[src/design/sawc_pkg.sv]
package sawc_pkg;

	localparam int OFFSET_BITS_DEF  = 4;
	localparam int SET_BITS_MAX_DEF = 6;
	localparam int WAYS_DEF         = 4;
	localparam int ADDR_BITS_DEF    = 32;

	localparam int CFG_IDX_BITS  = 1;
	localparam int CFG_DATA_BITS = 3;

	localparam logic [CFG_IDX_BITS-1:0] REG_SET_BITS    = 1'd0;
	localparam logic [CFG_IDX_BITS-1:0] REG_WAYS_IN_USE = 1'd1;

	localparam int OP_BITS   = 2;
	localparam int ADDR_W    = 32;
	localparam int WAY_OUT_W = 2;

	localparam logic [OP_BITS-1:0] OP_READ  = 2'd0;
	localparam logic [OP_BITS-1:0] OP_WRITE = 2'd1;
	localparam logic [OP_BITS-1:0] OP_FLUSH = 2'd2;
	localparam logic [OP_BITS-1:0] OP_PROBE = 2'd3;

	typedef struct packed {
		logic [OP_BITS-1:0] op;
		logic [ADDR_W-1:0]  address;
	} in_item_t;

	typedef struct packed {
		logic                 hit;
		logic [WAY_OUT_W-1:0] way;
		logic                 writeback;
		logic [ADDR_W-1:0]    writeback_address;
		logic                 fill;
		logic [ADDR_W-1:0]    fill_address;
		logic                 last;
	} out_item_t;

endpackage

[src/design/sawc_front.sv]
// decode and queue: holds up to two decoded items for the back end
module sawc_front #(
	parameter int OFFSET_BITS  = sawc_pkg::OFFSET_BITS_DEF,
	parameter int ADDR_BITS    = sawc_pkg::ADDR_BITS_DEF,
	parameter int SIDX_W       = 1,
	parameter int TAG_W        = 1
) (
	input  logic                            clk,
	input  logic                            arst_n,
	input  logic                            in_valid,
	output logic                            in_stall,
	input  sawc_pkg::in_item_t              in_item,
	input  logic [2:0]                      sb_eff,
	output logic                            q_valid,
	input  logic                            q_pop,
	output logic [sawc_pkg::OP_BITS-1:0]    q_op,
	output logic [SIDX_W-1:0]               q_set,
	output logic [TAG_W-1:0]                q_tag,
	output logic [ADDR_BITS-1:0]            q_addr
);

	typedef struct packed {
		logic [sawc_pkg::OP_BITS-1:0] op;
		logic [SIDX_W-1:0]            set;
		logic [TAG_W-1:0]             tag;
		logic [ADDR_BITS-1:0]         addr;
	} dec_t;

	dec_t       ent_q [2];
	logic       wp_q, rp_q;
	logic [1:0] cnt_q;
	dec_t       dec;
	logic [ADDR_BITS-1:0] a;
	logic       push;

	always_comb begin
		a = ADDR_BITS'(in_item.address);
		dec.op = in_item.op;
		dec.addr = a;
		dec.set = SIDX_W'((a >> OFFSET_BITS) & ~({ADDR_BITS{1'b1}} << sb_eff));
		dec.tag = TAG_W'(a >> (OFFSET_BITS + int'(sb_eff)));
	end

	assign in_stall = (cnt_q == 2'd2);
	assign push     = in_valid && !in_stall;
	assign q_valid  = (cnt_q != 2'd0);
	assign q_op     = ent_q[rp_q].op;
	assign q_set    = ent_q[rp_q].set;
	assign q_tag    = ent_q[rp_q].tag;
	assign q_addr   = ent_q[rp_q].addr;

	always_ff @(posedge clk) begin
		if (push) begin
			ent_q[wp_q] <= dec;
		end
	end

	always_ff @(posedge clk or negedge arst_n) begin
		if (!arst_n) begin
			wp_q <= 1'b0;
			rp_q <= 1'b0;
			cnt_q <= 2'd0;
		end else begin
			if (push) wp_q <= ~wp_q;
			if (q_pop) rp_q <= ~rp_q;
			cnt_q <= cnt_q + {1'b0, push} - {1'b0, q_pop};
		end
	end

	a_no_overflow: assert property (@(posedge clk) disable iff (!arst_n)
		cnt_q <= 2'd2) else $error("queue count overflow");
	a_pop_valid: assert property (@(posedge clk) disable iff (!arst_n)
		q_pop |-> q_valid) else $error("pop from empty queue");
	a_full_stall: assert property (@(posedge clk) disable iff (!arst_n)
		(cnt_q == 2'd2 && !q_pop) |=> in_stall) else $error("full queue took item");

endmodule

[config.mk]
export PLATFORM = sky130hd
export DESIGN_NAME = sawc_front
export DESIGN_NICKNAME = d
export VERILOG_FILES = /design/src/design/sawc_pkg.sv /design/src/design/sawc_front.sv
export SDC_FILE = /design/constraint.sdc
export NUM_CORES = 1
export LEC_CHECK = 0
export ABC_CLOCK_PERIOD_IN_PS = 3900
export BUFFER_PORTS_ARGS = -buffer_cell sky130_fd_sc_hd__buf_2
export CORE_AREA = 2 2 78 80
export CTS_CLUSTER_DIAMETER = 80
export CTS_CLUSTER_SIZE = 16
export DETAILED_ROUTE_END_ITERATION = 8
export DIE_AREA = 0 0 80 82
export GPL_TIMING_DRIVEN = 1
export MAX_ROUTING_LAYER = met4
export PLACE_DENSITY = 0.82
export SYNTH_ARGS = -nofsm -noshare
export SYNTH_HDL_FRONTEND = slang
export SYNTH_SLANG_ARGS = --single-unit
[constraint.sdc]
create_clock -name clk -period 3.9 [get_ports clk]
set_clock_uncertainty 0.2 [all_clocks]
set_input_delay 0.585 -clock clk [delete_from_list [all_inputs] [get_ports clk]]
set_output_delay 0.585 -clock clk [all_outputs]
set_load 0.05 [all_outputs]
### Word-level counts from Yosys, hierarchy flattened

Memories as Yosys holds them, arrays and structs flattened.
Cells that the tools add are included.
W data, S select, Z words.

| cells by class | value |
|---|---|
| $add $sub $neg | 3 |
| multiply operators | 0 |
| divide/modulo/power cells | 0 |
| magnitude comparators | 0 |
| eq/ne operators | 1 |
| shift-type cells | 2 |
| muxes and demuxes | 2 |
| bitwise operators | 4 |
| reduce and logical (&&, ||, !) cells | 3 |

Operators with widths:

| operator | number |
|---|---|
| $shl A32 B3 Y1 const A | 1 |
| $shr A32 B4 Y1 | 1 |
| $add A3 B3 Y4 const A | 1 |
| $not A1 Y1 | 3 |
| $add A2 B1 Y2 | 1 |
| $eq A2 B2 Y1 const B | 1 |
| $mux W1 | 2 |
| $reduce_bool A2 Y1 | 1 |
| $sub A2 B1 Y2 | 1 |
| $and A1 B1 Y1 | 1 |
| $logic_and A1 B1 Y1 | 1 |
| $logic_not A1 Y1 | 1 |

| word-level totals | value |
|---|---|
| register bits after elaboration | 4 |
| bits in latches | 0 |
| memory bits (writable) | 72 |
| bits in read-only memories | 0 |
| bits of input ports | 41 |
| output and inout bits | 38 |
| logic and storage cells | 19 |
| memories kept | 1 |

Memories:

| memory | words | width | read ports | clocked after Yosys merged registers in | wr ports | line | text |
|---|---|---|---|---|---|---|---|
| ent_q | 2 | 36 | 1 | 0 | 1 | sawc_front.sv:29 | `dec_t ent_q [2];` |

### Longest topological paths before layout

Gate-level depths: netlist of the first run.

| depth | value |
|---|---|
| depth after elaboration | 5 |
| mapped depth | 7 |

### Worst setup path before layout of the first run

OpenSTA, ideal clock, no wires.

| timing path | value |
|---|---|
| path type | in2reg |
| start point | input in_valid |
| end point | memory ent_q[0][0] (netlist bit), enable pin |
| arrival | 2.198 ns |
| required time | 3.271 ns |
| path slack | 1.073 ns |
| stages | 2 |
| path buffers | 0 |
| cells stage by stage | nand2_1 nor2_1 |

| between the ends | value |
|---|---|
| cells in the longest elaborated chain, start to end | 3 |

RTL lines:

| element | line | text |
|---|---|---|
| from (decl) | sawc_front.sv:10 | `input logic in_valid,` |
| $logic_and A1 B1 Y1 | sawc_front.sv:45 | `assign push = in_valid && !in_stall;` |
| $mux W1 | sawc_front.sv:53 | `if (push) begin` |
| $mux W1 (implied by the code) | sawc_front.sv:54 | `ent_q[wp_q] <= dec;` |
| to (decl) | sawc_front.sv:29 |  |

No other way between the ends.

### Final worst setup path of the first run

| timing path | value |
|---|---|
| start point | register rp_q |
| end point | output q_set |

| between the ends | value |
|---|---|
| cells in the longest elaborated chain, start to end | 1 |

RTL lines:

| element | line | text |
|---|---|---|
| from (decl) | sawc_front.sv:30 | `logic wp_q, rp_q;` |
| from (signal assigned) | sawc_front.sv:65 | `if (q_pop) rp_q <= ~rp_q;` |
| $mem_v2 Z2 W36 | -- |  |
| to (decl) | sawc_front.sv:17 | `output logic [SIDX_W-1:0] q_set,` |

No other way between the ends.

==> results of run 1 <==
[worst max-delay path by stage]
stage,to,slack (ns),cells after the start
floorplan,ent_q[0][0]$_DFFE_PP_,1.07,2
global placement,q_addr[7],1.47,3
detailed placement,q_addr[26],1.48,3
CTS,q_addr[26],1.08,3
global route,q_addr[26],1.03,3
finish,q_set,1.10,3
[critical path, delay by kind of cell, from the launching register on]
family,cells,cell delay (ns)
flip-flops,1,0.83
multiplexers,1,0.35
buffers and inverters,2,0.47
[Yosys cell counts, drive strengths merged]
| library cell | n |
|---|---|
| edfxtp | 72 |
| mux2 | 37 |
| buf | 4 |
| dfrtp | 4 |
| xnor2 | 3 |
| ha | 2 |
| inv | 2 |
| mux4 | 2 |
| and3 | 1 |
| nand2 | 1 |
| nand2b | 1 |
| nor2 | 1 |
| o31a | 1 |
| or2 | 1 |
| xor2 | 1 |
[state kept, by name, summed over array words and instances (netlist names)]
register  cells
rp_q          1
wp_q          1
ent_q        72
cnt_q         2
[area by class of cell]
class	instances	area [sq um]	share of cell area
sequential	76	2262	0.6423
multi-input combinational	51	574.3	0.1631
timing repair buffer	80	420.4	0.1194
clock buffer	13	148.9	0.04227
tap	75	93.84	0.02664
clock inverter	3	15.01	0.004263
inverter	2	7.507	0.002131
[logic make-up after synthesis]
group / Yosys count / synth area share
simple gates: 5 / 0.009204
fa+ha+maj: 2 / 0.008763
mux: 39 / 0.1643
compound gates: 1 / 0.003506
flops: 76 / 0.7923
buf+inv: 6 / 0.009642
xor+xnor: 4 / 0.01227
[power by group]
part	switching [uW]	internal [uW]	total, uW
Combinational	922	368	1290
Sequential	86.2	1120	1210
Clock	253	246	499
[stage by stage]
step                setup WS, ns    util  total power [uW]  hold slack [ns]
floorplan                  1.073       -              2232          0.08941
global placement           1.474  0.5828              2510           0.1940
detailed placement         1.477  0.5828              2525           0.1967
CTS                        1.082  0.6130              3030           0.2115
global route               1.028  0.6130              3130           0.2118
finish                     1.103  0.6130              2997           0.2282
[per-layer routing]
layer	track usage	wire length, um
met5	-	0
met4	0.07627	98
met3	0.05055	365
met2	0.2308	2167
met1	0.2005	2100
==> results.sh, run 1 <==
export IMPL_antenna_cells_inserted=0
export IMPL_layout_commonest_cell="buf_2"
export IMPL_synth_cell_area_sq_mm=0.002855
export IMPL_path_class="reg -> out"
export IMPL_worst_hold_path_endpoint="ent_q[0][29]$_DFFE_PP_"
export IMPL_grt_setup_unrepaired="false"
export IMPL_cp_arrival_ns=2.01
export IMPL_worst_r2r_startpoint="cnt_q[1]$_DFF_PN0_"
export IMPL_route_detailed_vias_per_inst=4.947
export IMPL_route_detailed_wl_per_inst_um=15.77
export IMPL_final_instance_count_excl_fill=300
export IMPL_clk_pin_slew_worst_paths_ns=0.07
export IMPL_average_instance_area_after_synthesis_sq_um=21.47
export IMPL_initial_antenna_violation_count=0
export IMPL_grt_pass1_vias=1481
export IMPL_area_enclosed_by_the_die_boundary_sq_mm=0.006560
export IMPL_cts_tree="yes"
export IMPL_chipHeight_um=82
export IMPL_max_slew_violation_total_from_the_final_report=0
export IMPL_totalWireLength_um=4731
export IMPL_cts_inserted_buffers=9
export IMPL_holdPathStages=1
export IMPL_io_buffers=78
export IMPL_drc=0
export IMPL_yosysSeqAreaShare=0.7923
export IMPL_nets=263
export IMPL_gr_usage_all_layers=0.1574
export IMPL_number_of_iterations_in_the_first_detailed_routing_pass=4
export IMPL_final_hold_violations=0
export IMPL_first_pass_grt_wire_length_um=7155
export IMPL_htree_num_levels=3
export IMPL_r2r_worst_path_cells=3
export IMPL_outcome="completed"
export IMPL_post_synthesis_cell_count=133
export IMPL_post_synth_top_area_fraction=0.7572
export IMPL_setup_reg_to_reg_worst_slack_ns=1.83
export IMPL_syn2layout_area_growth_pct=23.36
export IMPL_powerDensity_mw_per_mm2=850.9
export IMPL_cap_violations=0
export IMPL_clock_tree_buffer_depth=2
export IMPL_clk_latency_ns=0.33
export IMPL_cp_data_required_time_ns=3.12
export IMPL_timing_critical_path_to_type="primary output"
export IMPL_width_of_the_chip_um=80
export IMPL_drt_iter0_markers=123
export IMPL_detail_route_antenna_nets=0
export IMPL_hpwlAfterDp_um=3142
export IMPL_hold_path_startpoint="in_item[29]"
export IMPL_path_cells="buf_12 -> mux2_2 -> buf_2"
export IMPL_clock_sinks=76
export IMPL_grt_start_max_net_pins=37
export IMPL_startpoint="rp_q$_DFFE_PN0P_"
export IMPL_num_io_pins=79
export IMPL_place_congestion=0.6851
export IMPL_cp_start_kind="flip-flop"
export IMPL_finalCriticalPeriod_ns=2.797
export IMPL_post_cts_buffers=0
export IMPL_root_buffer="clkbuf_8"
export IMPL_cts_resized=0
export IMPL_min_period_over_period=0.7173
export IMPL_totalNegativeSetupSlack_ns=0
export IMPL_rows=28
export IMPL_core_sq_mm=0.005746
export IMPL_crit_path_max_fanout=21
export IMPL_dr_total_vias=1484
export IMPL_final_design_area_no_fill_sq_mm=0.003522
export IMPL_largest_cells_by_area_after_synthesis="edfxtp_1 (76%), mux2_2 (15%), dfrtp_1 (3.5%)"
export IMPL_critical_path_reg2reg_endpoint="ent_q[0][16]$_DFFE_PP_"
export IMPL_layout_filler_cells=438
export IMPL_layout_drive_gt1_share=0.5911
export IMPL_synth_cell_type_count=15
export IMPL_post_synthesis_sequential_element_count=76
export IMPL_cts_hold_buffers_added=1
export IMPL_grt_remaining_overflow=0
export IMPL_ir_drop_v=0.0005208
export IMPL_initial_utilization=0.4970
export IMPL_layout_common_cells="buf_2 (78), edfxtp_1 (72), mux2_2 (37), clkbuf_8 (10), dfrtp_1 (4)"
export IMPL_leakagePower_uw=0.001346
export IMPL_yosys_warnings=0
export IMPL_post_dp_cell_area_sq_mm=0.003348
export IMPL_fmax_ghz=0.3575
export IMPL_dpl_cell_count=283
export IMPL_worstMarginPinSlew_ns=1.054
export IMPL_setup_violations=0
export IMPL_worst_path_largest_cell_delay_ns=0.83
export IMPL_cp_slowest_cell="dfrtp_1"
export IMPL_yosysTopAreaCell="edfxtp_1"
export IMPL_hold_path_class="in -> reg"
export IMPL_timing_max_slew_rel_slack=0.2960
export IMPL_synthesis_nets=176
(Power assumes the default switching activity.)
==> run 2, diff against run 1 <==
ABC_CLOCK_PERIOD_IN_PS = 2250   (was 3900)
CORE_AREA = 2 2 82 84   (was 2 2 78 80)
DIE_AREA = 0 0 84 86   (was 0 0 80 82)
PLACE_DENSITY = 0.78   (was 0.82)
clock period = 2.25 ns   (was 3.9 ns; I/O delays follow)
==> run 2 against run 1 <==
Die area is 10% higher. First-iteration DRC count is 45% lower. Sequential power grew 67%. Routed wire length is 7.4% higher. Final cell count is 11% higher. Worst setup slack lost 0.96 ns. Clock power up 110%. Utilization grew 0.83 points. Critical path depth did not move. Via count rose by 8.9%. Critical path type unchanged. Largest power group unchanged.
==> results.sh, run 2 (synthesis gave the netlist of run 1 again) <==
export IMPL_outcome="completed"
export IMPL_area_enclosed_by_the_die_boundary_sq_mm=0.007224
export IMPL_io_buffers=78
export IMPL_hold_path_class="in -> reg"
export IMPL_syn2layout_area_growth_pct=36.59
export IMPL_totalWireLength_um=5081
export IMPL_final_hold_violations=0
export IMPL_max_slew_violation_total_from_the_final_report=0
export IMPL_totalNegativeSetupSlack_ns=0
export IMPL_fmax_ghz=0.4735
export IMPL_grt_remaining_overflow=0
export IMPL_layout_core_utilization=0.6213
export IMPL_number_of_iterations_in_the_first_detailed_routing_pass=4
export IMPL_initial_utilization=0.4549
export IMPL_worstMarginPinSlew_ns=0.2809
export IMPL_rows=29
export IMPL_grt_pass1_vias=1753
export IMPL_drc=0
export IMPL_path_cells="buf_4 -> mux2_2 -> buf_2"
export IMPL_htree_num_levels=3
export IMPL_timing_max_slew_rel_slack=0.8127
export IMPL_num_io_pins=79
export IMPL_clock_tree_buffer_depth=2
export IMPL_final_hold_worst_slack_ns=0.01897
export IMPL_cp_start_kind="flip-flop"
export IMPL_route_detailed_wl_per_inst_um=15.21
export IMPL_clock_sinks=76
export IMPL_cp_slowest_cell="mux2_2"
export IMPL_place_congestion=0.7402
export IMPL_post_route_worst_setup_slack_ns=0.1382
export IMPL_cts_inserted_buffers=9
export IMPL_drt_iter0_markers=68
export IMPL_initial_antenna_violation_count=0
export IMPL_ir_drop_v=0.0008240
export IMPL_hpwlAfterDp_um=3220
export IMPL_powerDensity_mw_per_mm2=1401
export IMPL_nets=296
export IMPL_layout_filler_cells=456
export IMPL_dp_worst_setup_slack_ns=0.4873
export IMPL_layout_commonest_cell="buf_2"
export IMPL_cap_violations=0
export IMPL_path_class="reg -> out"
export IMPL_grt_start_max_net_pins=37
export IMPL_cts_tree="yes"
export IMPL_finalCriticalPeriod_ns=2.112
export IMPL_leakagePower_uw=0.001501
export IMPL_largest_register="ent_q"
export IMPL_cts_hold_buffers_added=29
export IMPL_cp_arrival_ns=1.57
export IMPL_route_detailed_vias_per_inst=4.838
export IMPL_cts_resized=0
export IMPL_post_cts_buffers=0
export IMPL_cp_data_required_time_ns=1.71
export IMPL_detail_route_antenna_nets=0
export IMPL_core_sq_mm=0.006277
export IMPL_width_of_the_chip_um=84
export IMPL_layout_drive_gt1_share=0.5292
export IMPL_worst_path_largest_cell_delay_ns=0.39
export IMPL_number_of_flip_flops_in_the_largest_register=72
export IMPL_gr_usage_all_layers=0.1523
export IMPL_root_buffer="clkbuf_8"
export IMPL_worst_path_buf_inv=2
export IMPL_min_period_over_period=0.9386
export IMPL_layout_common_cells="buf_2 (78), edfxtp_1 (72), mux2_2 (37), dlygate4sd3_1 (31), clkbuf_8 (9)"
export IMPL_timing_critical_path_to_type="primary output"
export IMPL_cp_top_family="buffers and inverters"
export IMPL_setup_violations=0
export IMPL_post_layout_total_power_uw=5463
export IMPL_first_pass_grt_wire_length_um=8066
export IMPL_clk_pin_slew_worst_paths_ns=0.07
export IMPL_antenna_cells_inserted=0
export IMPL_dr_total_vias=1616
export IMPL_reg_largest_list="ent_q: 72 flops, cnt_q: 2 flops"
export IMPL_grt_setup_unrepaired="false"
export IMPL_crit_path_max_fanout=20
export IMPL_clk_latency_ns=0.33
export IMPL_chipHeight_um=86
## run 2: changes by cell type in the layout (fill, tap and decap cells not counted), sizes merged
cell | previous run | this run
dlygate4sd3 | 1 | 31
clkinvlp | 0 | 1
buf | 79 | 82
clkbuf | 13 | 9
bufinv | 0 | 2
## run 2: area by class of cell
class                      count  area, sq um  area share
tap                           77        96.34     0.02470
multi-input combinational     51        574.3      0.1473
inverter                       2        7.507    0.001925
clock buffer                   9        123.9     0.03176
clock inverter                 6        80.08     0.02053
sequential                    76         2262      0.5800
timing repair buffer         113        755.7      0.1938
## run 2: metrics by stage
step	cell area [sq um]	instances
floorplan	2858	133
global placement	3386	288
detailed placement	3386	288
CTS	3880	332
global route	3900	334
finish	3900	334
## run 2: metal layers
| metal | GRT usage | up-vias | part of all wire |
|---|---|---|---|
| li1 | - | 759 | - |
| met5 | - | - | 0 |
| met3 | 0.04042 | 5 | 0.065 |
| met2 | 0.2487 | 69 | 0.50 |
| met1 | 0.1838 | 783 | 0.43 |
| met4 | 0.05718 | 0 | 0.0079 |
## run 2: where the power goes
part / switching, uW / leakage [uW] / total [uW] / internal [uW]
Sequential: 86.9 / 0.000715 / 2020 / 1940
Clock: 450 / 0.000100 / 1060 / 609
Combinational: 1670 / 0.000686 / 2380 / 706
Total: 2210 / 0.00150 / 5460 / 3250
## run 2: path summary, 6_finish.rpt
kind | depth (start not counted) | to | slack, ns | from
worst max register to register | 7 | cnt_q[1]$_DFF_PN0_ | 0.51 | cnt_q[1]$_DFF_PN0_
min in group asynchronous | 2 | cnt_q[0]$_DFF_PN0_ | 0.14 | arst_n
worst min register to register | 1 | cnt_q[1]$_DFF_PN0_ | 0.30 | cnt_q[1]$_DFF_PN0_
worst min-delay path | 1 | ent_q[0][5]$_DFFE_PP_ | 0.02 | in_item[5]
max in group asynchronous | 2 | wp_q$_DFFE_PN0P_ | 1.59 | arst_n
worst max-delay path | 3 | q_addr[17] | 0.14 | rp_q$_DFFE_PN0P_
