[src/design/sawc_pkg.sv]
package sawc_pkg;

	localparam int OFFSET_BITS_DEF  = 4;
	localparam int SET_BITS_MAX_DEF = 6;
	localparam int WAYS_DEF         = 4;
	localparam int ADDR_BITS_DEF    = 32;

	localparam int CFG_IDX_BITS  = 1;
	localparam int CFG_DATA_BITS = 3;

	localparam logic [CFG_IDX_BITS-1:0] REG_SET_BITS    = 1'd0;
	localparam logic [CFG_IDX_BITS-1:0] REG_WAYS_IN_USE = 1'd1;

	localparam int OP_BITS   = 2;
	localparam int ADDR_W    = 32;
	localparam int WAY_OUT_W = 2;

	localparam logic [OP_BITS-1:0] OP_READ  = 2'd0;
	localparam logic [OP_BITS-1:0] OP_WRITE = 2'd1;
	localparam logic [OP_BITS-1:0] OP_FLUSH = 2'd2;
	localparam logic [OP_BITS-1:0] OP_PROBE = 2'd3;

	typedef struct packed {
		logic [OP_BITS-1:0] op;
		logic [ADDR_W-1:0]  address;
	} in_item_t;

	typedef struct packed {
		logic                 hit;
		logic [WAY_OUT_W-1:0] way;
		logic                 writeback;
		logic [ADDR_W-1:0]    writeback_address;
		logic                 fill;
		logic [ADDR_W-1:0]    fill_address;
		logic                 last;
	} out_item_t;

endpackage

[src/design/sawc_ram.sv]
module sawc_ram #(
	parameter int WIDTH = 8,
	parameter int DEPTH = 16
) (
	input  logic                     clk,
	input  logic                     we,
	input  logic [$clog2(DEPTH)-1:0] waddr,
	input  logic [WIDTH-1:0]         wdata,
	input  logic [$clog2(DEPTH)-1:0] raddr,
	output logic [WIDTH-1:0]         rdata
);

	logic [WIDTH-1:0] mem_q [DEPTH];

	always_ff @(posedge clk) begin
		if (we) begin
			mem_q[waddr] <= wdata;
		end
		rdata <= mem_q[raddr];
	end

endmodule

[src/design/sawc_back.sv]
// executes one queued item: tag and metadata read, compare, result, state update
module sawc_back #(
	parameter int OFFSET_BITS  = sawc_pkg::OFFSET_BITS_DEF,
	parameter int SET_BITS_MAX = sawc_pkg::SET_BITS_MAX_DEF,
	parameter int WAYS         = sawc_pkg::WAYS_DEF,
	parameter int ADDR_BITS    = sawc_pkg::ADDR_BITS_DEF,
	parameter int SIDX_W       = 1,
	parameter int TAG_W        = 1,
	parameter int WAY_W        = 1
) (
	input  logic                         clk,
	input  logic                         arst_n,
	input  logic                         q_valid,
	output logic                         q_pop,
	input  logic [sawc_pkg::OP_BITS-1:0] q_op,
	input  logic [SIDX_W-1:0]            q_set,
	input  logic [TAG_W-1:0]             q_tag,
	input  logic [ADDR_BITS-1:0]         q_addr,
	input  logic [2:0]                   sb_eff,
	input  logic [WAY_W:0]               ways_eff,
	output logic                         out_valid,
	input  logic                         out_stall,
	output sawc_pkg::out_item_t          out_item
);

	localparam int NSETS  = 1 << SET_BITS_MAX;
	localparam int OUT_AW = sawc_pkg::ADDR_W;
	localparam int OUT_WW = sawc_pkg::WAY_OUT_W;

	typedef enum logic [2:0] {ST_CLEAR, ST_IDLE, ST_READ, ST_EXEC, ST_FLUSH} state_t;

	// per-set metadata word: lru order (index 0 oldest), dirty and valid bits
	typedef struct packed {
		logic [WAYS-1:0][WAY_W-1:0] lru;
		logic [WAYS-1:0]            dirty;
		logic [WAYS-1:0]            valid;
	} meta_t;

	state_t state_q;
	logic [SIDX_W-1:0] clr_q;
	logic [sawc_pkg::OP_BITS-1:0] op_q;
	logic [SIDX_W-1:0] set_q;
	logic [TAG_W-1:0]  tag_q;
	logic [ADDR_BITS-1:0] addr_q;
	logic [WAY_W-1:0] fw_q;
	logic [WAY_W:0]   ways_q;
	logic [2:0]       sb_q;

	// tag store: one ram per way, all read at the set
	logic [TAG_W-1:0] rtag [WAYS];
	logic [WAYS-1:0]  twe;

	// metadata store, cleared by a pass over all sets after reset
	meta_t             rmeta, wmeta;
	logic              mwe;
	logic [SIDX_W-1:0] mwaddr;

	for (genvar w = 0; w < WAYS; w++) begin : g_tag
		sawc_ram #(.WIDTH(TAG_W), .DEPTH(NSETS)) u_tag (
			.clk(clk), .we(twe[w]), .waddr(set_q), .wdata(tag_q),
			.raddr(set_q), .rdata(rtag[w]));
	end

	sawc_ram #(.WIDTH($bits(meta_t)), .DEPTH(NSETS)) u_meta (
		.clk(clk), .we(mwe), .waddr(mwaddr), .wdata(wmeta),
		.raddr(set_q), .rdata(rmeta));

	logic             found;
	logic [WAY_W-1:0] fway, victim, sel;
	logic             vd;
	logic [ADDR_BITS-1:0] vaddr;
	logic [ADDR_BITS-1:0] tagx;
	logic             last_way;
	logic             hitp;
	logic [WAYS-1:0][WAY_W-1:0] lru_new;
	logic             is_access, is_probe;
	logic             can_out, emit;
	sawc_pkg::out_item_t nxt;

	assign is_access = (op_q == sawc_pkg::OP_READ) || (op_q == sawc_pkg::OP_WRITE);
	assign is_probe  = (op_q == sawc_pkg::OP_PROBE);
	assign can_out   = !out_valid || !out_stall;
	assign emit      = (state_q == ST_EXEC || state_q == ST_FLUSH) && can_out;
	assign q_pop     = (state_q == ST_IDLE) && q_valid;

	always_comb begin
		found = 1'b0;
		fway = '0;
		for (int w = WAYS - 1; w >= 0; w--) begin
			if ((WAY_W+1)'(w) < ways_q && rmeta.valid[w] && rtag[w] == tag_q) begin
				found = 1'b1;
				fway = WAY_W'(w);
			end
		end
		victim = '0;
		for (int p = WAYS - 1; p >= 0; p--) begin
			if ({1'b0, rmeta.lru[p]} < ways_q) victim = rmeta.lru[p];
		end
		sel = (state_q == ST_FLUSH) ? fw_q : (found ? fway : victim);
		vd = rmeta.valid[sel] && rmeta.dirty[sel];
		tagx = ADDR_BITS'(rtag[sel]);
		vaddr = ((tagx << sb_q) | ADDR_BITS'(set_q)) << OFFSET_BITS;
		last_way = (({1'b0, fw_q} + 1'b1) == ways_q);
		// move the used way to the young end
		hitp = 1'b0;
		lru_new = rmeta.lru;
		for (int p = 0; p < WAYS - 1; p++) begin
			if (rmeta.lru[p] == sel) hitp = 1'b1;
			if (hitp) lru_new[p] = rmeta.lru[p + 1];
		end
		lru_new[WAYS - 1] = sel;
	end

	always_comb begin
		twe = '0;
		if (state_q == ST_EXEC && !found && is_access && can_out) begin
			twe[victim] = 1'b1;
		end
	end

	always_comb begin
		wmeta = rmeta;
		mwe = 1'b0;
		mwaddr = set_q;
		case (state_q)
			ST_CLEAR: begin
				mwe = 1'b1;
				mwaddr = clr_q;
				wmeta.valid = '0;
				wmeta.dirty = '0;
				for (int w = 0; w < WAYS; w++) wmeta.lru[w] = WAY_W'(w);
			end
			ST_EXEC: begin
				if (can_out && is_access) begin
					mwe = 1'b1;
					wmeta.lru = lru_new;
					if (!found) begin
						wmeta.valid[victim] = 1'b1;
						wmeta.dirty[victim] = (op_q == sawc_pkg::OP_WRITE);
					end else if (op_q == sawc_pkg::OP_WRITE) begin
						wmeta.dirty[fway] = 1'b1;
					end
				end
			end
			ST_FLUSH: begin
				// all active ways of the set are invalidated with the final result
				if (can_out && last_way) begin
					mwe = 1'b1;
					for (int w = 0; w < WAYS; w++) begin
						if ((WAY_W+1)'(w) < ways_q) begin
							wmeta.valid[w] = 1'b0;
							wmeta.dirty[w] = 1'b0;
						end
					end
				end
			end
			default: ;
		endcase
	end

	always_comb begin
		nxt = '0;
		if (state_q == ST_FLUSH) begin
			nxt.way = OUT_WW'(fw_q);
			nxt.writeback = vd;
			nxt.writeback_address = vd ? OUT_AW'(vaddr) : '0;
			nxt.last = last_way;
		end else begin
			nxt.last = 1'b1;
			nxt.hit = found;
			if (is_probe) begin
				nxt.way = found ? OUT_WW'(fway) : '0;
			end else begin
				nxt.way = OUT_WW'(sel);
				if (!found) begin
					nxt.writeback = vd;
					nxt.writeback_address = vd ? OUT_AW'(vaddr) : '0;
					nxt.fill = 1'b1;
					nxt.fill_address = OUT_AW'(addr_q & ({ADDR_BITS{1'b1}} << OFFSET_BITS));
				end
			end
		end
	end

	always_ff @(posedge clk) begin
		if (q_pop) begin
			op_q <= q_op;
			set_q <= q_set;
			tag_q <= q_tag;
			addr_q <= q_addr;
			ways_q <= ways_eff;
			sb_q <= sb_eff;
		end
	end

	always_ff @(posedge clk or negedge arst_n) begin
		if (!arst_n) begin
			state_q <= ST_CLEAR;
			clr_q <= '0;
			out_valid <= 1'b0;
			out_item <= '0;
			fw_q <= '0;
		end else begin
			if (emit) begin
				out_valid <= 1'b1;
				out_item <= nxt;
			end else if (!out_stall) begin
				out_valid <= 1'b0;
			end
			case (state_q)
				ST_CLEAR: begin
					clr_q <= clr_q + 1'b1;
					if (clr_q == SIDX_W'(NSETS - 1)) state_q <= ST_IDLE;
				end
				ST_IDLE: begin
					if (q_pop) state_q <= ST_READ;
				end
				ST_READ: begin
					fw_q <= '0;
					state_q <= (op_q == sawc_pkg::OP_FLUSH) ? ST_FLUSH : ST_EXEC;
				end
				ST_EXEC: begin
					if (can_out) state_q <= ST_IDLE;
				end
				ST_FLUSH: begin
					if (can_out) begin
						if (last_way) begin
							state_q <= ST_IDLE;
						end else begin
							fw_q <= fw_q + 1'b1;
						end
					end
				end
				default: state_q <= ST_IDLE;
			endcase
		end
	end

	a_pop_idle: assert property (@(posedge clk) disable iff (!arst_n)
		q_pop |=> state_q == ST_READ) else $error("pop outside idle");
	a_fill_miss: assert property (@(posedge clk) disable iff (!arst_n)
		(out_valid && out_item.fill) |-> !out_item.hit) else $error("fill on hit");
	a_wb_sel: assert property (@(posedge clk) disable iff (!arst_n)
		$onehot0(twe)) else $error("multiple tag writes");
	a_clear_quiet: assert property (@(posedge clk) disable iff (!arst_n)
		(state_q == ST_CLEAR) |-> !out_valid && !q_pop) else $error("item during clear");

endmodule
[config.mk]
export PLATFORM = sky130hd
export DESIGN_NAME = sawc_back
export DESIGN_NICKNAME = d
export VERILOG_FILES = /design/src/design/sawc_pkg.sv /design/src/design/sawc_ram.sv /design/src/design/sawc_back.sv
export SDC_FILE = /design/constraint.sdc
export NUM_CORES = 1
export LEC_CHECK = 0
export BUFFER_PORTS_ARGS = -buffer_cell sky130_fd_sc_hd__buf_4
export CAP_MARGIN = 15
export CORE_ASPECT_RATIO = 0.5
export CORE_MARGIN = 8
export CORE_UTILIZATION = 40
export DETAILED_ROUTE_END_ITERATION = 8
export MAX_ROUTING_LAYER = met4
export PLACE_DENSITY = 0.65
export SLEW_MARGIN = 20
export SYNTH_ARGS = -nofsm -noshare
export SYNTH_HDL_FRONTEND = slang
export SYNTH_SLANG_ARGS = --single-unit
[constraint.sdc]
create_clock -name clk -period 19.3 [get_ports clk]
set_clock_uncertainty 0.05 [all_clocks]
set_input_delay 3.86 -clock clk [delete_from_list [all_inputs] [get_ports clk]]
set_output_delay 3.86 -clock clk [all_outputs]
set_load 0.02 [all_outputs]
# == Yosys cells after proc, flatten, opt, wreduce, memory -nomap -nowiden ==
# Memory sizes are Yosys's and may differ from the RTL's. A register that Yosys moved wholly into a read port is not among the register bits.
# Index checks and enable logic that the tools add are counted.
# word_totals
reg_bits,117
ramBits,1024
input_bits,45
output_inout_bits,72
word_cells,177
memories,5
# memory_table
name,depth,word_bits,read_ports,rd_ports_with_merged_regs,wr,line_no,rtl
u_meta.mem_q,64,12,1,1,1,sawc_ram.sv:13,logic [WIDTH-1:0] mem_q [DEPTH];
g_tag[0].u_tag.mem_q,64,1,1,1,1,sawc_ram.sv:13,
g_tag[1].u_tag.mem_q,64,1,1,1,1,sawc_ram.sv:13,
g_tag[2].u_tag.mem_q,64,1,1,1,1,sawc_ram.sv:13,
g_tag[3].u_tag.mem_q,64,1,1,1,1,sawc_ram.sv:13,
# classes
add_sub_neg,3
magnitude_cmp,14
eq_ne,22
shift,1
mux,82
bitwise_logic,4
n_reduce_logical,29
# op_table
cell,n
2-to-1 mux 66 bit,2
2-to-1 mux 1 bit,56
2-to-1 mux 35 bit,1
2-to-1 mux 33 bit,1
2-to-1 mux 32 bit,1
OR 28 x 1 -> 28 bit,1
left shift 1 x 3 -> 28 bit,1
case mux 8 bit (3 select lines),1
logical AND 1 bit,18
2-to-1 mux 3 bit,6
case mux 3 bit (5 select lines),1
2-to-1 mux 12 bit,1
2-to-1 mux 4 bit,3
!= test 2 bit (second input constant),6
< comparator 1 x 3 -> 1 bit (second input constant),3
< comparator 1 x 2 -> 1 bit,4
2-to-1 mux 8 bit,1
OR 4 x 2 -> 4 bit,2
case mux 4 bit (2 select lines),1
== test 1 bit,7
== test 3 x 2 -> 1 bit (second input constant),2
AND reduction 5 bit,1
bitwise mux 4 bit,1
== test 2 bit (second input constant),2
23 further kinds,32

# == Depth between registers and ports, before layout ==
# Gate-level depths: netlist of the first run.
# logic_depth
depth_word,19
ltp_mapped,8
depth_no_buf,5

# == Hierarchy ==
# Synthesis of the first run repeated with hierarchy kept, for this count alone.
# hier_totals
hier_cells,2253
hier_area_um2,42259.3
# by_module_without_submodules
module,n_inst,cells_each,area_each_um2,seq_area_each_um2
sawc_ram (u_meta),1,1339,29851.1,23302.3
sawc_ram (g_tag[0].u_tag ...),3,204,2914.0,1941.9
sawc_back,1,302,3666.0,2287.2

# == Least setup slack after synthesis of the first run ==
# No wires, ideal clock.
# synth_path
kind,input port to output port
from,input q_valid
to,output q_pop
arrival_time_ns,8.018
t_required_ns,15.390
path_slack_ns,7.372
stages,1
n_path_buf,0
cell_sequence,nor4bb_1
# synth_between
elab_chain_cells,1
# synth_rtl
element,line_no,rtl
from (decl),sawc_back.sv:13,"input logic q_valid,"
logical AND 1 bit,sawc_back.sv:84,assign q_pop = (state_q == ST_IDLE) && q_valid;
to (decl),sawc_back.sv:14,"output logic q_pop,"
# No other way between the ends.

# == Worst setup path in the final report of the first run ==
# Ends and elaborated chain as after synthesis.

==> impl_metrics.tcl, run 1 <==
set metrics [dict create \
    status "finished, final reports clean" \
    rows 28 \
    critical_path.top_delay_family "simple AND/OR/NAND/NOR gates" \
    synth_top_area_share_pct 36.7 \
    wl_per_cell_um 17.0 \
    ctsHtreeMaxLevel 4 \
    p_leak_nw 2.55 \
    final_layout_size_suffix_gt1_share_pct 30.6 \
    regArea_um2 3090 \
    tightest_slew_ps 881 \
    rsz0062_at_grt "false" \
    clk_latency_ps 410 \
    r2r_cells 5 \
    io_buffers 83 \
    drt_iter0_drc 183 \
    fillers 1009 \
    topRoutingLayerUsed "met4" \
    synth_edf_count 57 \
    reg2reg_from "state_q[2]$_DFFE_PN0P_" \
    path_clk_slew_ps 60 \
    reg2reg_slack_ps 16760 \
    hold_depth 1 \
    crit_buf_inv 2 \
    post-route-period-util_pct 43.4 \
    ys_top_cells_by_area "edfxtp_1 (37%), dfrtp_1 (25%), a22o_1 (5.6%)" \
    cts_tree "done" \
    ys_seq_elements 114 \
    syn_area_per_cell_um2 13.2 \
    fin_crit_ps 8370 \
    power_per_cell_area_nw_per_um2 165 \
    die_h_um 92.3 \
    hp-start "addr_q[9]$_DFFE_PP_" \
    gp_congestion 0.817 \
    syn_inst 352 \
    cp_slowest_cell "nor4bb_4" \
    path_common_cell "buf_4" \
    timing.final.max_slew_violations 0 \
    drt-pass1-iter-count 4 \
    worstPathRequired_ps 15390 \
    setup_tns_ps 0 \
    max_clock_freq_mhz 119 \
    cp-end-kind "primary output" \
    vdd_drop_max_mv 0.0705 \
    fin_nets 483 \
    postCtsSetupBuffers 0 \
    cts_buffers 17 \
    synth-warning-count 0 \
    io_pins 117 \
    r2r_end "out_item[45]$_DFFE_PN0P_" \
    hold_viol_final 0 \
    synth_common_cells "edfxtp_1 (57), dfrtp_1 (47), nand2_1 (35)" \
    grt_use_total_pct 14.2 \
    grt_pass1_vias 3021 \
    synth_flop_cell "edfxtp_1" \
    netlist_area_um2 4660 \
    slew_headroom_pct 41.2 \
    hpwl_mm 7.39 \
    critPathMaxFanout 3 \
    drv_cap 0 \
    setup_viol 0 \
    yosysTopAreaCell "edfxtp_1" \
    clk_path_buf_depth 2 \
    core-area_um2 11600 \
    ant_nets 0 \
    synth.distinct_cells 50 \
    cp.arrival_ps 4460 \
    gr-total-overflow 0 \
    wl_met2_mm 4.49 \
    root_buffer "clkbuf_16" \
    antennaDiodeCount 0 \
    design_power_total_uw 980 \
    antenna_found_initial 0 \
    cp_cell_sequence "buf_4 > nor4bb_4 > buf_4" \
    min_to "out_item[10]$_DFFE_PN0P_" \
    hold_buffers 0 \
    critPathMaxStageDelay_ps 310 \
    die_x_um 169 \
    multiInputGateArea_um2 1390 \
    hold_path_class "flip-flop to flip-flop" \
    synth_most_common_cell "edfxtp_1" \
    via_count 3019 \
    drt_wl_total_mm 10.5 \
    drt-met1-wl_mm 5.27 \
    grt_max_degree 48 \
    viasPerCell 4.90 \
    grt_first_pass_wirelength_mm 16.6 \
    cts_repair_resize_count 0 \
    wl_met3_um 681 \
    cts.sinks 114 \
    dieArea_um2 15600 \
    remaining_drc_errors 0 \
    area_growth_pct 27.8 \
    synthArstFlopShare_pct 41.2 \
    cp-start-kind "primary input" \
    synth-seq-area-share_pct 66.3 \
    start_util_pct 40.2 \
    criticalPathCategory "primary input to primary output" \
]
[cells in the final DEF (no fill, tap or decap), drive strengths merged, types with 2 or more instances in the layout]
cell type / netlist / layout
clkinv: 0 / 4
nor2b: 2 / 2
buf: 35 / 87
and2: 4 / 4
o211ai: 3 / 3
a31oi: 2 / 2
dfrtp: 47 / 47
o31ai: 8 / 8
conb: 1 / 29
nand3b: 4 / 4
o21ai: 9 / 9
nor3: 3 / 3
edfxtp: 57 / 57
nand2: 35 / 35
and3: 2 / 2
mux2: 12 / 12
clkbuf: 13 / 19
nor2: 12 / 12
dfxtp: 10 / 10
a21oi: 10 / 10
bufinv: 0 / 2
a21o: 6 / 6
xnor2: 3 / 3
mux2i: 3 / 3
clkinvlp: 0 / 6
nand3: 11 / 11
nor3b: 2 / 2
nand2b: 3 / 3
a22o: 30 / 30
a22oi: 2 / 2
a211oi: 4 / 4
a41oi: 2 / 2
inv: 4 / 5
[state kept, by name, summed over array words and instances (netlist names), 2 cells and up]
signal             cells
u_meta.rdata           8
g_tag.u_tag.rdata      2
sb_q                   3
out_item              41
state_q                3
ways_q                 2
u_meta.mem_q          16
op_q                   2
addr_q                28
g_tag.u_tag.mem_q      4
[logic make-up (layout without fill, tap and decap cells)]
group | count (synthesis) | count (layout) | share of synthesized area (%)
AO/OA/AOI/OAI | 84 | 84 | 13.9
XOR/XNOR | 3 | 3 | 0.564
buffers and inverters | 52 | 123 | 6.71
flip-flops | 114 | 114 | 66.3
multiplexers | 15 | 15 | 3.62
other | 1 | 29 | 0.0805
AND/OR/NAND/NOR | 83 | 83 | 8.83
[power breakdown]
part	internal, mW	switching [mW]
clock network	0.193	0.109
logic	0.117	0.162
registers	0.345	0.0546
total	0.655	0.325
[per-stage QoR]
stage                     setup WS (ps)  util [%]  hold WS, ps  area (um^2)  cells
after CTS                         10910      51.1          409         5930    615
final                             10930      51.4          409         5960    616
after floorplan                    7370         -          393         4770    380
after global placement            10910      46.1          395         5350    583
after global routing              10870      51.4          426         5960    616
after detailed placement          10920      46.1          401         5350    583
[routing by layer]
layer | vias to the layer above | GRT usage (%)
li1 | 1429 | -
met1 | 1492 | 19.1
met4 | 0 | 4.06
met3 | 7 | 5.18
met2 | 91 | 19.6
met5 | - | -
[worst max path at each step]
stage,startpoint,to,slack (ps),depth (start not counted)
final,q_valid,q_pop,10930,3
after global routing,q_valid,q_pop,10870,3
after CTS,q_valid,q_pop,10910,3
after detailed placement,q_valid,q_pop,10920,3
after global placement,q_valid,q_pop,10910,3
after floorplan,q_valid,q_pop,7370,1
[worst reg2reg max path: stages, from the launching register on]
cell      delay (ps)
dfrtp_1          630
nor3b_4          580
a211oi_2         160
a21oi_4          430
mux2_4           360
o31ai_1          240
[area by class of cell]
type	count	share of cell area, %
repair buffers	87	11.3
clock inverters	13	2.31
well taps	165	3.47
flip-flops and latches	114	51.8
multi-input cells	214	23.4
inverters	4	0.252
clock buffers	19	7.44
Note: power is estimated with default switching activity, not from simulation.
==> run 2, diff against run 1 <==
==> constraint.sdc (replaced) <==
create_clock -name clk -period 7.9 [get_ports clk]
set_clock_uncertainty 0.05 [all_clocks]
set_input_delay 1.58 -clock clk [delete_from_list [all_inputs] [get_ports clk]]
set_output_delay 1.58 -clock clk [all_outputs]
set_load 0.02 [all_outputs]
==> impl_metrics.tcl, run 2 (synthesis results as in run 1) <==
set metrics [dict create \
    p_leak_nw 2.60 \
    drt_wl_total_mm 10.6 \
    max_clock_freq_mhz 261 \
    largest_reg_flops 41 \
    cts_buffers 17 \
    postCtsSetupBuffers 0 \
    slew_headroom_pct 42.4 \
    reg2reg_slack_ps 5330 \
    p_switching_uw 812 \
    hold_path_class "flip-flop to flip-flop" \
    seqPwrFrac_pct 39.0 \
    cts_repair_resize_count 0 \
    final_common_cell "buf_4" \
    die_h_um 92.3 \
    gr-total-overflow 0 \
    ctsHtreeMaxLevel 4 \
    grt_first_pass_wirelength_mm 16.9 \
    fin_crit_ps 3830 \
    whs_ps 404 \
    hold_depth 1 \
    vdd_drop_max_mv 0.220 \
    ant_nets 0 \
    die_x_um 169 \
    grtUsageMet3_pct 4.84 \
    setup_viol 0 \
    io_buffers 83 \
    p_sw_share_pct 32.4 \
    path_clk_slew_ps 60 \
    critPathMaxStageDelay_ps 330 \
    antenna_found_initial 0 \
    cp_slowest_cell "nor4bb_4" \
    clk_path_buf_depth 2 \
    core-area_um2 11600 \
    cts_tree "done" \
    start_util_pct 40.2 \
    largest-register "out_item" \
    dieArea_um2 15600 \
    worstPathRequired_ps 6270 \
    grt_use_total_pct 14.4 \
    grt_util_met1_pct 19.6 \
    hpwl_mm 7.50 \
    hold_viol_final 0 \
    grt_pass1_vias 3137 \
    cts.sinks 114 \
    grt-busiest-layer "met2" \
    via_count 3011 \
    criticalPathCategory "primary input to primary output" \
    cp.arrival_ps 2200 \
    path_common_cell "buf_4" \
    final_layout_size_suffix_gt1_share_pct 30.6 \
    hold_buffers 0 \
    design_power_total_mw 2.51 \
    r2r_cells 5 \
    cp-start-kind "primary input" \
    combPwrFrac_pct 27.3 \
    drv_cap 0 \
    root_buffer "clkbuf_16" \
    clk_latency_ps 400 \
    hp-start "addr_q[22]$_DFFE_PP_" \
    rsz0062_at_grt "false" \
    reg_top3 "out_item (41), addr_q (28), u_meta.mem_q (16)" \
    min_to "out_item[23]$_DFFE_PN0P_" \
    tightest_slew_ps 863 \
    timing.final.max_slew_violations 0 \
    fillers 992 \
    cp-end-kind "primary output" \
    io_pins 117 \
    fin_nets 483 \
    drt-pass1-iter-count 4 \
    setup_tns_ps 0 \
    status "finished, final reports clean" \
    p_clk_share_pct 33.6 \
    post-route-period-util_pct 48.5 \
    cp_cell_sequence "buf_4 > nor4bb_4 > buf_4" \
    rows 28 \
    grt_util_met2_pct 20.3 \
    grt_max_degree 48 \
    reg2reg_from "state_q[2]$_DFFE_PN0P_" \
    remaining_drc_errors 0 \
    final_cell_mix "buf_4 (86), edfxtp_1 (57), dfrtp_1 (47)" \
    drt_iter0_drc 199 \
    gp_congestion 0.817 \
    p_int_mw 1.69 \
    antennaDiodeCount 0 \
    viasPerCell 4.89 \
    power_per_cell_area_nw_per_um2 415 \
    r2r_end "out_item[45]$_DFFE_PN0P_" \
    critPathMaxFanout 3 \
    wl_per_cell_um 17.2 \
    area_growth_pct 29.4 \
]
-- run 2: per-layer routing --
metal	vias up	wire length (um)	part of all wire (%)
met1	1479	5320	50
met3	11	654	6.2
met4	0	82	0.77
met2	97	4560	43
met5	-	0	0
li1	1424	-	-
-- run 2: critical path: cells and delay by family --
family / cells / cell delay, ps
buf+inv: 2 / 290
simple gates: 1 / 330
-- run 2: how the worst max path moves through the flow --
stage / startpoint / to / slack (ps)
after detailed placement: q_valid / q_pop / 4070
after global routing: q_valid / q_pop / 4030
after CTS: q_valid / q_pop / 4060
after floorplan: q_valid / q_pop / 530
final: q_valid / q_pop / 4070
after global placement: q_valid / q_pop / 4070
-- run 2: final cells by class --
type	count	area (um^2)	share of cell area, %
clock buffer	18	429	7.11
clock inverter	14	228	3.77
inverter	4	15.0	0.249
multi-input combinational	214	1390	23.1
sequential	114	3090	51.2
tap	165	206	3.42
timing repair buffer	87	673	11.2
-- run 2: power groups by stage --
| stage | clock [mW] | combinational (mW) | sequential (mW) |
|---|---|---|---|
| 2_1_floorplan | 0 | 0.398 | 1.01 |
| 3_3_place_gp | 0 | 0.657 | 0.975 |
| 3_5_place_dp | 0 | 0.673 | 0.986 |
| 4_1_cts | 0.858 | 0.676 | 0.978 |
| 5_1_grt | 0.884 | 0.747 | 1.00 |
| 6_report | 0.843 | 0.685 | 0.978 |
-- run 2: through the flow --
stage / area [um^2] / utilization [%] / cells / setup WS, ps
4_1_cts: 6010 / 51.8 / 615 / 4060
6_report: 6030 / 52.0 / 616 / 4070
3_3_place_gp: 5350 / 46.1 / 583 / 4070
2_1_floorplan: 4770 / - / 380 / 532
3_5_place_dp: 5350 / 46.1 / 583 / 4070
5_1_grt: 6030 / 52.0 / 616 / 4030
==> run 3, diff against run 2 <==
--- a/config.mk
+++ b/config.mk
@@ -5,6 +5,7 @@
 export SDC_FILE = /design/constraint.sdc
 export NUM_CORES = 1
 export LEC_CHECK = 0
+export ABC_AREA = 1
 export BUFFER_PORTS_ARGS = -buffer_cell sky130_fd_sc_hd__buf_4
 export CAP_MARGIN = 15
 export CORE_ASPECT_RATIO = 0.5
==> constraint.sdc (replaced) <==
create_clock -name clk -period 3.7 [get_ports clk]
set_clock_uncertainty 0.05 [all_clocks]
set_input_delay 0.74 -clock clk [delete_from_list [all_inputs] [get_ports clk]]
set_output_delay 0.74 -clock clk [all_outputs]
set_load 0.02 [all_outputs]
==> impl_metrics.tcl, run 3 <==
set metrics [dict create \
    reg2reg_from "state_q[1]$_DFFE_PN0P_" \
    start_util_pct 40.8 \
    drt_iter0_drc 217 \
    p_switching_mw 1.78 \
    whs_ps 291 \
    post-route-period-util_pct 63.0 \
    antenna_found_initial 0 \
    cts.sinks 114 \
    final_common_cell "nand2_1" \
    p_clk_share_pct 31.3 \
    reg_top3 "out_item (41), addr_q (28), u_meta.mem_q (16)" \
    crit_start "state_q[2]$_DFFE_PN0P_" \
    remaining_drc_errors 0 \
    topRoutingLayerUsed "met4" \
    timing.final.max_slew_violations 0 \
    crit_end "q_pop" \
    placedCellCount 701 \
    hpwl_mm 6.90 \
    synthArstFlopShare_pct 41.2 \
    status "finished, final reports clean" \
    drt-met1-wl_mm 4.39 \
    power_per_cell_area_nw_per_um2 852 \
    area_growth_pct 26.3 \
    cts_buffers 17 \
    cp-start-kind "flip-flop" \
    drt-pass1-iter-count 4 \
    final_util_pct 51.5 \
    drv_cap 0 \
    hold_viol_final 0 \
    cp.arrival_ps 1540 \
    clk_latency_ps 410 \
    synth-seq-area-share_pct 64.3 \
    postCtsSetupBuffers 0 \
    io_buffers 83 \
    final_cells 733 \
    synth_flop_cell "edfxtp_1" \
    ys_seq_elements 114 \
    wl_per_cell_um 13.3 \
    fin_crit_ps 2330 \
    setup_slack_ps 1370 \
    cp-end-kind "primary output" \
    p_int_mw 3.39 \
    synth_edf_count 57 \
    wl_met3_um 544 \
    critPathMaxFanout 5 \
    drt_wl_total_mm 9.77 \
    largest_reg_flops 41 \
    setup_tns_ps 0 \
    synth_top_area_share_pct 35.6 \
    p_leak_nw 2.96 \
    synth-warning-count 0 \
    reg2reg_slack_ps 1450 \
    max_clock_freq_mhz 429 \
    io_pins 117 \
    setup_viol 0 \
    worstPathRequired_ps 2910 \
    root_buffer "clkbuf_16" \
    cts_repair_resize_count 0 \
    gp_congestion 0.848 \
    rows 28 \
    vdd_drop_max_mv 0.412 \
    ant_nets 0 \
    rsz0062_at_grt "false" \
    tightest_slew_ps 721 \
    fin_nets 600 \
    wl_met2_mm 4.70 \
    via_count 3176 \
    slew_headroom_pct 51.9 \
    r2r_cells 6 \
    combPwrFrac_pct 29.3 \
    hold_path_class "primary input to async pin" \
    r2r_end "u_meta.mem_q[0][0]$_DFFE_PP_" \
    antennaDiodeCount 0 \
    final_layout_size_suffix_gt1_share_pct 25.9 \
    criticalPathCategory "flip-flop to primary output" \
    grt_first_pass_wirelength_mm 16.2 \
    grt_max_degree 48 \
    netlist_area_um2 4800 \
    largest-register "out_item" \
    hold_buffers 0 \
    seqPwrFrac_pct 39.4 \
    final_cell_mix "nand2_1 (125), buf_4 (84), inv_1 (57), edfxtp_1 (57), dfrtp_1 (47)" \
    die_x_um 171 \
    yosysTopAreaCell "edfxtp_1" \
    synth_most_common_cell "nand2_1" \
    p_sw_share_pct 34.5 \
    cts_tree "done" \
    ctsHtreeMaxLevel 4 \
    dp_slack_ps 1060 \
    dieArea_um2 16000 \
    syn_area_per_cell_um2 10.4 \
    core-area_um2 11800 \
    path_clk_slew_ps 60 \
    ys_top_cells_by_area "edfxtp_1 (36%), dfrtp_1 (24%), nand2_1 (9.8%)" \
    die_h_um 93.5 \
    grt_use_total_pct 13.6 \
    syn_inst 463 \
    synth.distinct_cells 39 \
    gr-total-overflow 0 \
    clk_path_buf_depth 2 \
    synth_common_cells "nand2_1 (125), edfxtp_1 (57), inv_1 (57)" \
    grt_pass1_vias 3266 \
    viasPerCell 4.33 \
]
==> run 3: per-layer routing <==
layer / vias up / track usage, %
met5: - / -
met4: 0 / 5.39
met3: 15 / 4.25
met2: 89 / 21.9
met1: 1451 / 15.8
li1: 1621 / -
==> run 3: kinds of logic (layout without fill, tap and decap cells) <==
family | after synthesis | after routing | share of synthesized area (%)
AOI/OAI and AO/OA | 60 | 60 | 6.98
buffers and inverters | 106 | 183 | 11.0
DFF | 114 | 114 | 64.3
other | 1 | 29 | 0.0781
and+or+nand+nor | 182 | 182 | 17.6
==> run 3: critical path, stage by stage (launching register included) <==
cell and delay [ps]:
dfrtp_1 440, nor3_1 270, inv_1 140, nor2_4 130, buf_4 150
==> run 3: worst min-delay path by stage <==
stage | end | start
finish | out_item[5]$_DFFE_PN0P_ | arst_n
global route | out_item[12]$_DFFE_PN0P_ | arst_n
CTS | out_item[12]$_DFFE_PN0P_ | arst_n
detailed placement | u_meta.rdata[5]$_DFF_P_ | u_meta.mem_q[0][5]$_DFFE_PP_
global placement | g_tag[0].u_tag.rdata$_DFF_P_ | g_tag[0].u_tag.mem_q[0]$_DFFE_PP_
floorplan | g_tag[0].u_tag.rdata$_DFF_P_ | g_tag[0].u_tag.mem_q[0]$_DFFE_PP_
==> run 3: layout make-up <==
cell class	count	area, um^2
fillers	1074	5700
flip-flops and latches	114	3090
repair buffers	84	631
clock buffers	18	429
well taps	165	206
multi-input cells	271	1300
inverters	67	251
clock inverters	14	163
==> run 3: power by group through the flow <==
stage	Combinational (mW)	Sequential, mW	Clock (mW)
after global placement	1.51	2.05	0
final	1.51	2.04	1.62
after floorplan	0.876	2.19	0
after global routing	1.69	2.08	1.71
after detailed placement	1.54	2.05	0
after CTS	1.54	2.04	1.65
==> run 3: stage by stage <==
stage | cell area (um^2) | power [mW]
after detailed placement | 5480 | 3.59
after global placement | 5480 | 3.55
after global routing | 6070 | 5.49
after floorplan | 4910 | 3.06
after CTS | 6070 | 5.23
final | 6070 | 5.17
